===== src/rtl/bitmap_page_frame_allocator_unit_macros.svh =====
// Assertion macros for the bitmap page frame allocator.
`ifndef BITMAP_PAGE_FRAME_ALLOCATOR_UNIT_MACROS_SVH
`define BITMAP_PAGE_FRAME_ALLOCATOR_UNIT_MACROS_SVH

// Same-cycle implication, disabled while reset is asserted.
`define BPFA_ASSERT_NOW(lbl, clk, rst_n, ante, cons, msg) \
	lbl: assert property (@(posedge clk) disable iff (!rst_n) (ante) |-> (cons)) \
		else $error(msg);

// Next-cycle implication, disabled while reset is asserted.
`define BPFA_ASSERT_NEXT(lbl, clk, rst_n, ante, cons, msg) \
	lbl: assert property (@(posedge clk) disable iff (!rst_n) (ante) |=> (cons)) \
		else $error(msg);

`endif


===== src/rtl/bpfa_pkg.sv =====
// Shared types and constants of the bitmap page frame allocator.
`timescale 1ns / 1ps
`default_nettype none
package bpfa_pkg;

	localparam int unsigned BITMAP_WORDS = 32;
	localparam int unsigned WORD_BITS    = 32;
	localparam int unsigned ADDR_W       = 32;
	localparam int unsigned FREE_W       = 11;
	localparam int unsigned PAGE_SHIFT   = 12;
	localparam logic [WORD_BITS-1:0] MSB_MASK   = 32'h8000_0000;
	localparam logic [ADDR_W-1:0]    END_RESET  = 32'h0040_0000;

	typedef enum logic [0:0] {
		KIND_ALLOC = 1'b0,
		KIND_FREE  = 1'b1
	} kind_t;

	typedef enum logic [1:0] {
		ST_OK      = 2'd0,
		ST_NOMEM   = 2'd1,
		ST_RANGE   = 2'd2,
		ST_ALREADY = 2'd3
	} status_t;

	typedef enum logic [0:0] {
		CFG_START = 1'b0,
		CFG_END   = 1'b1
	} cfg_reg_t;

	typedef struct packed {
		kind_t             kind;
		logic [ADDR_W-1:0] address;
	} req_t;

	typedef struct packed {
		logic [ADDR_W-1:0] page_address;
		status_t           status;
		logic [FREE_W-1:0] free_pages;
	} rsp_t;

	// Result of the first-free search over one bitmap word.
	typedef struct packed {
		logic       found;
		logic [4:0] bit_idx;
	} ffs_res_t;

endpackage
`default_nettype wire


===== src/rtl/bpfa_ffs.sv =====
// First free frame search over one bitmap word, MSB is the lowest frame.
`timescale 1ns / 1ps
`default_nettype none
module bpfa_ffs (
	input  wire logic [bpfa_pkg::WORD_BITS-1:0] word,
	output bpfa_pkg::ffs_res_t                  res
);

	logic [bpfa_pkg::WORD_BITS-1:0] avail;
	logic [4:0]                     cnt;

	// leading-zero count of the free mask, binary search in five steps
	always_comb begin
		avail = ~word;
		cnt   = '0;
		if (avail[31:16] == '0) begin
			avail  = avail << 16;
			cnt[4] = 1'b1;
		end
		if (avail[31:24] == '0) begin
			avail  = avail << 8;
			cnt[3] = 1'b1;
		end
		if (avail[31:28] == '0) begin
			avail  = avail << 4;
			cnt[2] = 1'b1;
		end
		if (avail[31:30] == '0) begin
			avail  = avail << 2;
			cnt[1] = 1'b1;
		end
		if (!avail[31]) begin
			cnt[0] = 1'b1;
		end
		res.found   = (word != '1);
		res.bit_idx = cnt;
	end

endmodule
`default_nettype wire


===== src/rtl/bpfa_mem.sv =====
// Bitmap word memory: one write port, one registered read port.
`timescale 1ns / 1ps
`default_nettype none
module bpfa_mem #(
	parameter int unsigned BITMAP_WORDS = bpfa_pkg::BITMAP_WORDS,
	parameter int unsigned WORD_AW      = 5
) (
	input  wire logic                           clk,
	input  wire logic                           we,
	input  wire logic [WORD_AW-1:0]             waddr,
	input  wire logic [bpfa_pkg::WORD_BITS-1:0] wdata,
	input  wire logic                           re,
	input  wire logic [WORD_AW-1:0]             raddr,
	output logic      [bpfa_pkg::WORD_BITS-1:0] rdata
);

	logic [bpfa_pkg::WORD_BITS-1:0] mem [BITMAP_WORDS];
	logic [bpfa_pkg::WORD_BITS-1:0] rdata_q;

	always_ff @(posedge clk) begin
		if (we) begin
			mem[waddr] <= wdata;
		end
	end

	always_ff @(posedge clk) begin
		if (re) begin
			rdata_q <= mem[raddr];
		end
	end

	assign rdata = rdata_q;

endmodule
`default_nettype wire


===== src/rtl/bitmap_page_frame_allocator_unit.sv =====
// Top level of the first-fit bitmap page frame allocator.
// Alloc scans the bitmap words in order from word 0 (1 to BITMAP_WORDS words scanned), then
//   goes to S_DONE; free passes through S_FREE_CHK, S_FREE_UPD and S_DONE. A stalled earlier
//   result holds S_DONE. A new request is taken only after the previous result is loaded.
// Reset: async, active low; then a clearing pass over all BITMAP_WORDS words zeroes the bitmap,
//   with req_stall high. Configuration writes are taken at any time.
`timescale 1ns / 1ps
`default_nettype none
`include "bitmap_page_frame_allocator_unit_macros.svh"
module bitmap_page_frame_allocator_unit #(
	parameter int unsigned BITMAP_WORDS = bpfa_pkg::BITMAP_WORDS
) (
	input  wire logic                        clk,
	input  wire logic                        arst_n,
	// configuration write port
	input  wire logic                        cfg_we,
	input  wire bpfa_pkg::cfg_reg_t          cfg_index,
	input  wire logic [bpfa_pkg::ADDR_W-1:0] cfg_data,
	// request channel
	input  wire logic                        req_valid,
	output logic                             req_stall,
	input  wire bpfa_pkg::req_t              req,
	// response channel
	output logic                             rsp_valid,
	input  wire logic                        rsp_stall,
	output bpfa_pkg::rsp_t                   rsp
);

	localparam int unsigned WordAw      = (BITMAP_WORDS > 1) ? $clog2(BITMAP_WORDS) : 1;
	localparam int unsigned FrameW      = WordAw + 5;
	localparam int unsigned TotalFrames = BITMAP_WORDS * bpfa_pkg::WORD_BITS;
	localparam int unsigned AddrW       = bpfa_pkg::ADDR_W;
	localparam int unsigned WordBits    = bpfa_pkg::WORD_BITS;
	localparam int unsigned FreeW       = bpfa_pkg::FREE_W;
	localparam int unsigned PAGE_SH     = bpfa_pkg::PAGE_SHIFT;

	// Sequencer states, one-hot.
	typedef enum logic [5:0] {
		S_CLEAR    = 6'b000001,
		S_IDLE     = 6'b000010,
		S_SCAN     = 6'b000100,
		S_FREE_CHK = 6'b001000,
		S_FREE_UPD = 6'b010000,
		S_DONE     = 6'b100000
	} state_t;

	state_t                   state_q, state_d;
	logic [WordAw-1:0]        idx_q, idx_d;
	logic [AddrW-1:0]         addr_q, addr_d;
	logic [FrameW-1:0]        frame_q, frame_d;
	bpfa_pkg::status_t        status_q, status_d;
	logic [FreeW-1:0]         free_q, free_d;
	logic [AddrW-1:0]         start_q, end_q;
	bpfa_pkg::rsp_t           rsp_q;
	logic                     rsp_valid_q;

	// memory port
	logic                     mem_we, mem_re;
	logic [WordAw-1:0]        mem_waddr, mem_raddr;
	logic [WordBits-1:0]      mem_wdata, mem_rdata;

	bpfa_pkg::ffs_res_t       ffs;
	logic                     req_fire, load_rsp, last_word, in_range;
	logic [AddrW-1:0]         offset, page_addr;
	logic [AddrW-1:0]         off_ext;
	logic [AddrW-PAGE_SH-1:0] off_frame;
	logic [WordBits-1:0]      free_mask;

	bpfa_mem #(
		.BITMAP_WORDS(BITMAP_WORDS),
		.WORD_AW     (WordAw)
	) u_mem (
		.clk  (clk),
		.we   (mem_we),
		.waddr(mem_waddr),
		.wdata(mem_wdata),
		.re   (mem_re),
		.raddr(mem_raddr),
		.rdata(mem_rdata)
	);

	// the search unit sees the word read in the previous cycle
	bpfa_ffs u_ffs (
		.word(mem_rdata),
		.res (ffs)
	);

	assign req_fire  = req_valid && !req_stall;
	assign req_stall = (state_q != S_IDLE);
	assign last_word = (idx_q == WordAw'(BITMAP_WORDS - 1));

	// free path: range check on the latched address
	assign offset    = addr_q - start_q;
	assign off_frame = offset[AddrW-1:PAGE_SH];
	assign off_ext   = {{PAGE_SH{1'b0}}, off_frame};
	assign in_range  = (addr_q >= start_q) && (addr_q < end_q) &&
	                   (off_ext < AddrW'(TotalFrames));
	assign free_mask = bpfa_pkg::MSB_MASK >> frame_q[4:0];

	// frame number to absolute address, wraps at 2^32
	assign page_addr = start_q + (AddrW'(frame_q) << PAGE_SH);

	always_comb begin
		state_d   = state_q;
		idx_d     = idx_q;
		addr_d    = addr_q;
		frame_d   = frame_q;
		status_d  = status_q;
		free_d    = free_q;
		mem_we    = 1'b0;
		mem_waddr = idx_q;
		mem_wdata = '0;
		mem_re    = 1'b0;
		mem_raddr = idx_q;
		load_rsp  = 1'b0;
		unique case (state_q)
			S_CLEAR: begin
				mem_we = 1'b1;
				if (last_word) begin
					idx_d   = '0;
					state_d = S_IDLE;
				end else begin
					idx_d = idx_q + 1'b1;
				end
			end
			S_IDLE: begin
				if (req_fire) begin
					addr_d = req.address;
					if (req.kind == bpfa_pkg::KIND_ALLOC) begin
						mem_re    = 1'b1;
						mem_raddr = '0;
						idx_d     = '0;
						state_d   = S_SCAN;
					end else begin
						state_d = S_FREE_CHK;
					end
				end
			end
			S_SCAN: begin
				// check word idx_q, prefetch idx_q + 1
				if (ffs.found) begin
					frame_d   = {idx_q, ffs.bit_idx};
					mem_we    = 1'b1;
					mem_wdata = mem_rdata | (bpfa_pkg::MSB_MASK >> ffs.bit_idx);
					free_d    = free_q - 1'b1;
					status_d  = bpfa_pkg::ST_OK;
					state_d   = S_DONE;
				end else if (last_word) begin
					status_d = bpfa_pkg::ST_NOMEM;
					state_d  = S_DONE;
				end else begin
					idx_d     = idx_q + 1'b1;
					mem_re    = 1'b1;
					mem_raddr = idx_q + 1'b1;
				end
			end
			S_FREE_CHK: begin
				if (in_range) begin
					frame_d   = off_frame[FrameW-1:0];
					mem_re    = 1'b1;
					mem_raddr = off_frame[FrameW-1:5];
					state_d   = S_FREE_UPD;
				end else begin
					status_d = bpfa_pkg::ST_RANGE;
					state_d  = S_DONE;
				end
			end
			S_FREE_UPD: begin
				mem_waddr = frame_q[FrameW-1:5];
				if ((mem_rdata & free_mask) != '0) begin
					mem_we    = 1'b1;
					mem_wdata = mem_rdata & ~free_mask;
					free_d    = free_q + 1'b1;
					status_d  = bpfa_pkg::ST_OK;
				end else begin
					status_d = bpfa_pkg::ST_ALREADY;
				end
				state_d = S_DONE;
			end
			S_DONE: begin
				// wait for the output register to free up
				if (!rsp_valid_q || !rsp_stall) begin
					load_rsp = 1'b1;
					state_d  = S_IDLE;
				end
			end
			default: begin
				state_d = S_IDLE;
			end
		endcase
	end

	always_ff @(posedge clk or negedge arst_n) begin
		if (!arst_n) begin
			state_q     <= S_CLEAR;
			idx_q       <= '0;
			free_q      <= FreeW'(TotalFrames);
			start_q     <= '0;
			end_q       <= bpfa_pkg::END_RESET;
			rsp_valid_q <= 1'b0;
		end else begin
			state_q <= state_d;
			idx_q   <= idx_d;
			free_q  <= free_d;
			if (cfg_we) begin
				unique case (cfg_index)
					bpfa_pkg::CFG_START: start_q <= cfg_data;
					bpfa_pkg::CFG_END:   end_q   <= cfg_data;
					default:             end_q   <= end_q;
				endcase
			end
			if (load_rsp) begin
				rsp_valid_q <= 1'b1;
			end else if (!rsp_stall) begin
				rsp_valid_q <= 1'b0;
			end
		end
	end

	// payload registers, no reset
	always_ff @(posedge clk) begin
		addr_q   <= addr_d;
		frame_q  <= frame_d;
		status_q <= status_d;
		if (load_rsp) begin
			rsp_q.page_address <= (status_q == bpfa_pkg::ST_OK) ? page_addr : '0;
			rsp_q.status       <= status_q;
			rsp_q.free_pages   <= free_q;
		end
	end

	assign rsp_valid = rsp_valid_q;
	assign rsp       = rsp_q;

	// error results never carry an address
	`BPFA_ASSERT_NOW(a_err_addr_zero, clk, arst_n,
		rsp_valid && (rsp.status != bpfa_pkg::ST_OK), rsp.page_address == '0, "error with address")
	// one item at a time: busy right after a transfer
	`BPFA_ASSERT_NEXT(a_busy_after_req, clk, arst_n, req_fire, req_stall, "accepted while busy")
	// no request taken during the clearing pass
	`BPFA_ASSERT_NOW(a_clear_stalls, clk, arst_n, state_q == S_CLEAR, req_stall, "req during clear")

endmodule
`default_nettype wire

===== config.mk =====
export PLATFORM = sky130hd
export DESIGN_NAME = bitmap_page_frame_allocator_unit
export DESIGN_NICKNAME = d
export VERILOG_FILES = /design/src/rtl/bpfa_pkg.sv /design/src/rtl/bpfa_ffs.sv /design/src/rtl/bpfa_mem.sv /design/src/rtl/bitmap_page_frame_allocator_unit.sv
export VERILOG_INCLUDE_DIRS = /design/src /design/src/rtl
export SDC_FILE = /design/constraint.sdc
export NUM_CORES = 2
export LEC_CHECK = 0
export ABC_CLOCK_PERIOD_IN_PS = 5300
export BUFFER_PORTS_ARGS = -buffer_cell sky130_fd_sc_hd__buf_4
export CORE_AREA = 4 4 304 306
export CTS_BUF_LIST = sky130_fd_sc_hd__clkbuf_2 sky130_fd_sc_hd__clkbuf_4 sky130_fd_sc_hd__clkbuf_8
export CTS_CLUSTER_SIZE = 16
export DETAILED_ROUTE_END_ITERATION = 7
export DIE_AREA = 0 0 308 310
export PLACE_DENSITY = 0.78
export SETUP_SLACK_MARGIN = 0.1
export SLEW_MARGIN = 20
export SYNTH_ARGS = -nofsm -noshare
export SYNTH_HDL_FRONTEND = slang
export SYNTH_HIERARCHICAL = 1
export SYNTH_SLANG_ARGS = --single-unit

===== constraint.sdc =====
create_clock -name clk -period 5.3 [get_ports clk]
set_input_delay 0.53 -clock clk [delete_from_list [all_inputs] [get_ports clk]]
set_output_delay 0.53 -clock clk [all_outputs]
set_load 0.05 [all_outputs]

Word-level counts from Yosys, hierarchy flattened
Memory sizes are Yosys's and may differ from the RTL's. A register that Yosys moved wholly into a read port is not among the register bits. Index checks and enable logic that the tools add are counted.

Register bits after elaboration: 176. Bits in writable memories: 1024. Input bits: 71. Output and inout port bits: 47. Word-level logic and storage cells: 126. Memories: 1.

Add/sub/neg operators: 5. $lt $le $gt $ge: 3. Equal/unequal tests: 18. Shift-type cells: 2. Mux-type cells: 55. Bitwise operators: 6. Reduce and logical (&&, ||, !) cells: 24.

Memories: u_mem.mem (depth 32, bits a word 32, rd ports 1, clocked after Yosys merged registers in 1, write ports 1, RTL line bpfa_mem.sv:17) `logic [bpfa_pkg::WORD_BITS-1:0] mem [BITMAP_WORDS];`.

Operator list (count): $mux 32 (6); $and 32x32->32 (2); $not 32->32 (2); $pmux 32 s2 (1); $shr 32x5->32 const A (2); $mux 6 (6); $pmux 6 s6 (1); $mux 5 (7); $add 32x22->32 (1); $ge 32x32->1 (1); $lt 32x32->1 (1); $ne 32x32->1 const B (1); $or 32x32->32 (1); $reduce_bool 32->1 (1); $sub 32x32->32 (1); $pmux 5 s3 (2); $mux 11 (2); $pmux 11 s2 (1); $lt 20x11->1 const B (1); $mux 10 (2); $pmux 10 s2 (1); $mux 1 (18); $logic_not 16->1 (1); $ne 2x2->1 const B (7); other kinds (29) (44).

Depth between registers and ports, before layout
Word-level depth: 14. Mapped depth: 21. Depth with buffers taken out: 16.

Hierarchy
The synthesis kept the hierarchy.

By module, submodules not included: bpfa_mem (times used 1, cells an instance 2260, area each 40807.9 um^2, seq. area each 31710.4 um^2); bitmap_page_frame_allocator_unit (times used 1, cells an instance 1193, area each 11260.8 um^2, seq. area each 4853.4 um^2); bpfa_ffs (times used 1, cells an instance 56, area each 346.6 um^2, seq. area each 0.0 um^2).

Worst setup path before layout
OpenSTA, ideal clock, no wires.

Path kind: reg2reg. From: reg frame_q[4]. To: mem u_mem/mem[12][0] (netlist name) (enable). Library setup time: 0.421 ns. Arrival time: 4.545 ns. Required time: 4.879 ns. Slack: 0.333 ns. Cell stages (with the launch flop): 15. Path buffers: 4. Period minus slack after synthesis: 4.967 ns. Path through: edfxtp_1 clkbuf_1 clkbuf_1 nand2_1 mux4_2 nand3_1 o21ai_0 o21ai_0 nor2b_1 nor2_1 buf_2 nand2_1 or3b_2 clkbuf_1 nor2_1.

Cells in the longest elaborated chain, start to end: 7.

Ends and longest elaborated chain: start, declared (RTL line bitmap_page_frame_allocator_unit.sv:50) `logic [FrameW-1:0] frame_q, frame_d;`; start signal, assigned (RTL line bitmap_page_frame_allocator_unit.sv:223) `frame_q <= frame_d;`; $shr 32x5->32 (RTL line bitmap_page_frame_allocator_unit.sv:98) `assign free_mask = bpfa_pkg::MSB_MASK >> frame_q[4:0];`; $and 32x32->32 (RTL line bitmap_page_frame_allocator_unit.sv:170) `if ((mem_rdata & free_mask) != '0) begin`; $reduce_bool 32->1 (RTL line bitmap_page_frame_allocator_unit.sv:170); $mux 1 (RTL line bitmap_page_frame_allocator_unit.sv:170); $pmux 1 s3 (RTL line bitmap_page_frame_allocator_unit.sv:116) `unique case (state_q)`; net mem_we (RTL line bitmap_page_frame_allocator_unit.sv:58) `logic mem_we, mem_re;`; $mux 1 (RTL line bpfa_mem.sv:21) `if (we) begin`; $mux 1 (not written as such) (RTL line bpfa_mem.sv:22) `mem[waddr] <= wdata;`; end, declared (RTL line bpfa_mem.sv:17).

The timed path passes the listed nets, and every way through them passes these cells.

Worst setup path after layout
From: reg addr_q[14]. To: reg u_mem.rdata_q, in the netlist u_mem/rdata[21], read port of u_mem.mem, data pin.

Cells in the longest elaborated chain, start to end: 5. Elaborated cells on any way between the ends: 10. Those cells by class: add/sub: 1; order compare: 3; mux: 4; reduce/logical: 2.

Ends and longest elaborated chain: start, declared (RTL line bitmap_page_frame_allocator_unit.sv:49) `logic [AddrW-1:0] addr_q, addr_d;`; start signal, assigned (RTL line bitmap_page_frame_allocator_unit.sv:222) `addr_q <= addr_d;`; $sub 32x32->32 (tied with other cells) (RTL line bitmap_page_frame_allocator_unit.sv:93) `assign offset = addr_q - start_q;`; $lt 20x11->1 / $logic_and 1x1->1 (equally long branches) (RTL line bitmap_page_frame_allocator_unit.sv:97, bitmap_page_frame_allocator_unit.sv:96); $logic_and 1x1->1 (RTL line bitmap_page_frame_allocator_unit.sv:96) `assign in_range = (addr_q >= start_q) && (addr_q < end_q) &&`; $mux 5 * (RTL line bitmap_page_frame_allocator_unit.sv:158) `if (in_range) begin`; $pmux 5 s3 * (RTL line bitmap_page_frame_allocator_unit.sv:116); net mem_raddr[0] (RTL line bitmap_page_frame_allocator_unit.sv:59) `logic [WordAw-1:0] mem_waddr, mem_raddr;`; end, declared (RTL line bpfa_mem.sv:18) `logic [bpfa_pkg::WORD_BITS-1:0] rdata_q;`.

The timed path passes the listed nets; every way through them passes the cells marked *. A chain may end at the register's enable or synchronous reset.

==> summary.md <==
| Metric | Value |
|---|---|
| Reg-to-Reg End | `u_mem/rdata[21]` |
| Synth Area per Inst | `14.9 sq um` |
| Worst Tran Pin Value | `1.06 ns` |
| Leakage power | `0.0231 uW` |
| Final Power | `33,800 uW` |
| Number of enable flip-flop cells after synthesis | `1,145` |
| Buffers on Ports | `117` |
| Nets | `4,124` |
| Drt pass-1 iters | `6` |
| Post-place setup slack | `-0.106 ns` |
| Post-DP HPWL | `87.3 mm` |
| Synthesized area | `52,400 sq um` |
| Max Buffers Root-to-Sink | `3` |
| Number of global-route vias before repair | `33,700` |
| Remaining antenna violation count after routing | `0` |
| Post-synth ARST share | `7.06%` |
| Share of the clock period used by the worst path | `97.7%` |
| Status | `completed` |
| Largest family of logic cells by synthesized area | `multiplexers` |
| Setup Skew | `0.0798 ns` |
| Post-synthesis compound-gate area fraction | `8.38%` |
| DR DRC count | `0` |
| Detailed Route Iter0 Violations | `3,861` |
| Io pins | `118` |
| Sink Count | `1,232` |
| Clock transition at path regs | `0.07 ns` |
| Cell row count | `110` |
| CTS tree | `done` |
| RD Place Congestion | `0.965` |
| Hold Slack | `0.179 ns` |
| Top_reg_cell synth | `edfxtp_1` |
| Min-delay worst type | `in -> async` |
| Core area | `89,600 sq um` |
| R2R setup slack | `0.12 ns` |
| Post-Syn Instances | `3,509` |
| Largest net degree at the start of global routing | `64` |
| Clk_lat worst skew | `0.91 ns` |
| Num CTS Buffers | `188` |
| Final Max Slew Viols | `0` |
| Syn_nets | `3,668` |
| # fillers | `5,768` |
| Fmax | `193 MHz` |
| Area grow syn2layout | `17.8%` |
| Synth unique cells | `84` |
| DP Area | `56,500 sq um` |
| Simple-Gate Fraction of Synth Area | `5.71%` |
| Total GRT Usage | `30.3%` |
| RSZ-0062 raised after global routing | `yes` |
| Die Height | `310 um` |
| Worst path required time | `5.90 ns` |
| Max cap viols | `0` |
| Avg WL per Cell | `27.7 um` |
| Share of layout cells above drive strength 1 | `21.2%` |
| Vias per inst | `6.34` |
| Setup CP Type | `reg -> reg` |
| Synthesized flop and latch total | `1,232` |
| Setup violations, final | `0` |
| Initial antenna violation count | `3` |
| Post-route cell area | `61,700 sq um` |
| Synth Warn # | `6` |
| Crit path launch type | `register` |
| WL final | `147 mm` |
| Final min period | `5.18 ns` |
| Worst r2r path cells | `18` |
| Grt ovf | `0` |
| Post-synthesis sequential area ratio | `69.8%` |
| Die width | `308 um` |
| Final worst slack | `0.120 ns` |
| Die area | `95,500 sq um` |
| CP endpoint kind | `register` |
| Mux cell area share after synthesis | `11.0%` |
| Crit path DAT | `5.78 ns` |
| XOR/XNOR Fraction of Synth Area | `0.535%` |
| Cell Pwr Density | `548 nW/um^2` |
| Adder-cell share of the synthesized area | `2.13%` |
| CP max FO | `10` |
| Vias post-DR | `33,600` |
| Fin. Hold Viols | `0` |
| CTS root buffer | `clkbuf_8` |
| Max IR drop VDD | `0.561 mV` |
| # H-tree levels | `4` |
| FF-to-FF Start | `addr_q[14]` |
| Max transition margin | `29.4%` |
| First-pass GRT wire length | `213 mm` |
| Starting density of the core | `58.5%` |
worst max-delay path, stage by stage, from the launching register on:
cell	delay (ns)
edfxtp_1	0.44
ha_4	0.32
nand4_1	0.13
a2111o_1	0.40
a31o_2	0.26
a31oi_4	0.21
a31oi_1	0.12
xnor2_1	0.14
or4_4	0.55
or4_4	0.50
o221ai_4	0.31
buf_12	0.19
buf_8	0.18
buf_4	0.14
buf_6	0.17
mux2i_1	0.33
a22oi_1	0.18
a31oi_1	0.21
nand3_1	0.09
final cells by class:
cell class / count / area (sq um) / area share, %
clock inverters: 88 / 727 / 1.18
well taps: 1176 / 1470 / 2.38
repair buffers: 441 / 4210 / 6.81
diodes: 5 / 12.5 / 0.0203
flip-flops and latches: 1232 / 36600 / 59.2
clock buffers: 256 / 3120 / 5.06
multi-input cells: 2006 / 15300 / 24.7
inverters: 96 / 360 / 0.584
routing by layer:
layer	vias to the layer above	global-route usage (%)	part of all wire (%)
met4	0	15.1	5.0
met2	2030	50.0	48
met5	-	0.247	0
met3	451	6.58	11
met1	16600	38.5	37
li1	14500	-	-
cells in the mapped netlist, drive strengths merged (4+ instances only):
cell type	number	share of area, %
a22oi	101	1.4
o211ai	8	0.11
xnor2	20	0.33
or3	7	0.086
o21bai	4	0.057
nand3b	13	0.19
nor2b	13	0.16
nor3	53	0.52
or2	7	0.084
a211oi	13	0.21
and2	10	0.12
o21a	11	0.16
a41oi	4	0.067
nand3	123	1.2
nor4	7	0.084
clkbuf	81	0.60
and3	7	0.086
and3b	6	0.10
xor2	12	0.20
nor3b	7	0.10
a22o	66	1.1
edfxtp	1145	66
o21ai	142	1.4
a21o	11	0.16
nand2	226	1.6
a31oi	48	0.57
nor2	102	0.73
dfrtp	84	4.0
nand4	27	0.36
mux2i	525	10
nand2b	7	0.084
o31ai	6	0.086
or4	7	0.12
ha	86	2.1
o221ai	10	0.17
a21oi	227	2.2
inv	96	0.69
mux2	41	0.89
buf	94	1.2
power breakdown:
| part | total (uW) | switching (uW) | internal [uW] |
|---|---|---|---|
| logic | 14100 | 8030 | 6090 |
| clock network | 7980 | 3740 | 4240 |
| registers | 11700 | 414 | 11300 |
| total | 33800 | 12200 | 21600 |
layout by cell type (no fill, tap or decap), types with 10 or more instances in the layout:
| master | Yosys | layout |
|---|---|---|
| a211oi_1 | 11 | 11 |
| a21o_1 | 11 | 11 |
| a21oi_1 | 226 | 193 |
| a21oi_2 | 1 | 31 |
| a22o_1 | 66 | 66 |
| a22oi_1 | 101 | 101 |
| a31oi_1 | 48 | 46 |
| buf_12 | 0 | 38 |
| buf_4 | 33 | 314 |
| clkbuf_4 | 2 | 64 |
| clkbuf_8 | 0 | 192 |
| clkinv_1 | 0 | 34 |
| clkinv_2 | 0 | 30 |
| dfrtp_1 | 84 | 84 |
| dlygate4sd3_1 | 0 | 68 |
| edfxtp_1 | 1145 | 1145 |
| ha_1 | 86 | 72 |
| ha_4 | 0 | 10 |
| inv_1 | 95 | 92 |
| mux2_2 | 40 | 40 |
| mux2i_1 | 525 | 522 |
| nand2_1 | 225 | 222 |
| nand3_1 | 123 | 123 |
| nand3b_1 | 13 | 13 |
| nand4_1 | 25 | 25 |
| nor2_1 | 102 | 68 |
| nor2_4 | 0 | 34 |
| nor3_1 | 52 | 50 |
| o21a_1 | 11 | 11 |
| o21ai_0 | 140 | 136 |
| xnor2_1 | 20 | 20 |
| xor2_1 | 12 | 12 |
kinds of logic after synthesis:
kind of cell	after synthesis
compound gates	690
xor+xnor	32
fa+ha+maj	88
buf+inv	271
flops	1232
mux	568
simple gates	628
state kept, by name, indices dropped and copies added, names as in the netlist, 5 cells and up:
register	cells
state_q	6
u_mem/mem	1024
rsp	45
frame_q	10
idx_q	5
free_q	11
start_q	32
end_q	32
u_mem/rdata	32
addr_q	32
stage by stage:
step,std cells,util (%),setup TNS (ns)
2_1_floorplan,3509,-,0
3_3_place_gp,4856,63.0,0
3_5_place_dp,4856,63.0,-0.524
6_report,5300,68.9,0
4_1_cts,5274,68.2,0
5_1_grt,5298,68.9,-0.0164
worst max path at each step:
stage | from | endpoint | slack, ns
2_1_floorplan | frame_q[4] | u_mem/mem[12][0] | 0.33
3_3_place_gp | addr_q[14] | u_mem/rdata[20] | 0.02
3_5_place_dp | addr_q[14] | u_mem/rdata[20] | -0.11
4_1_cts | addr_q[14] | u_mem/rdata[14] | 0.09
5_1_grt | start_q[16] | u_mem/rdata[21] | -0.02
6_report | addr_q[14] | u_mem/rdata[21] | 0.12
timing repair:
item / in CTS / in global routing
buffers inserted: 4 / 16
cloned: 2 / 4
resized for setup: 10 / 58
endpoints found under the setup margin: 31 / 32
endpoints found under the hold margin: 137 / 0
pin swaps: 2 / 9
hold buffers: 68 / 0
No activity file was read; power rests on OpenSTA's default activity.
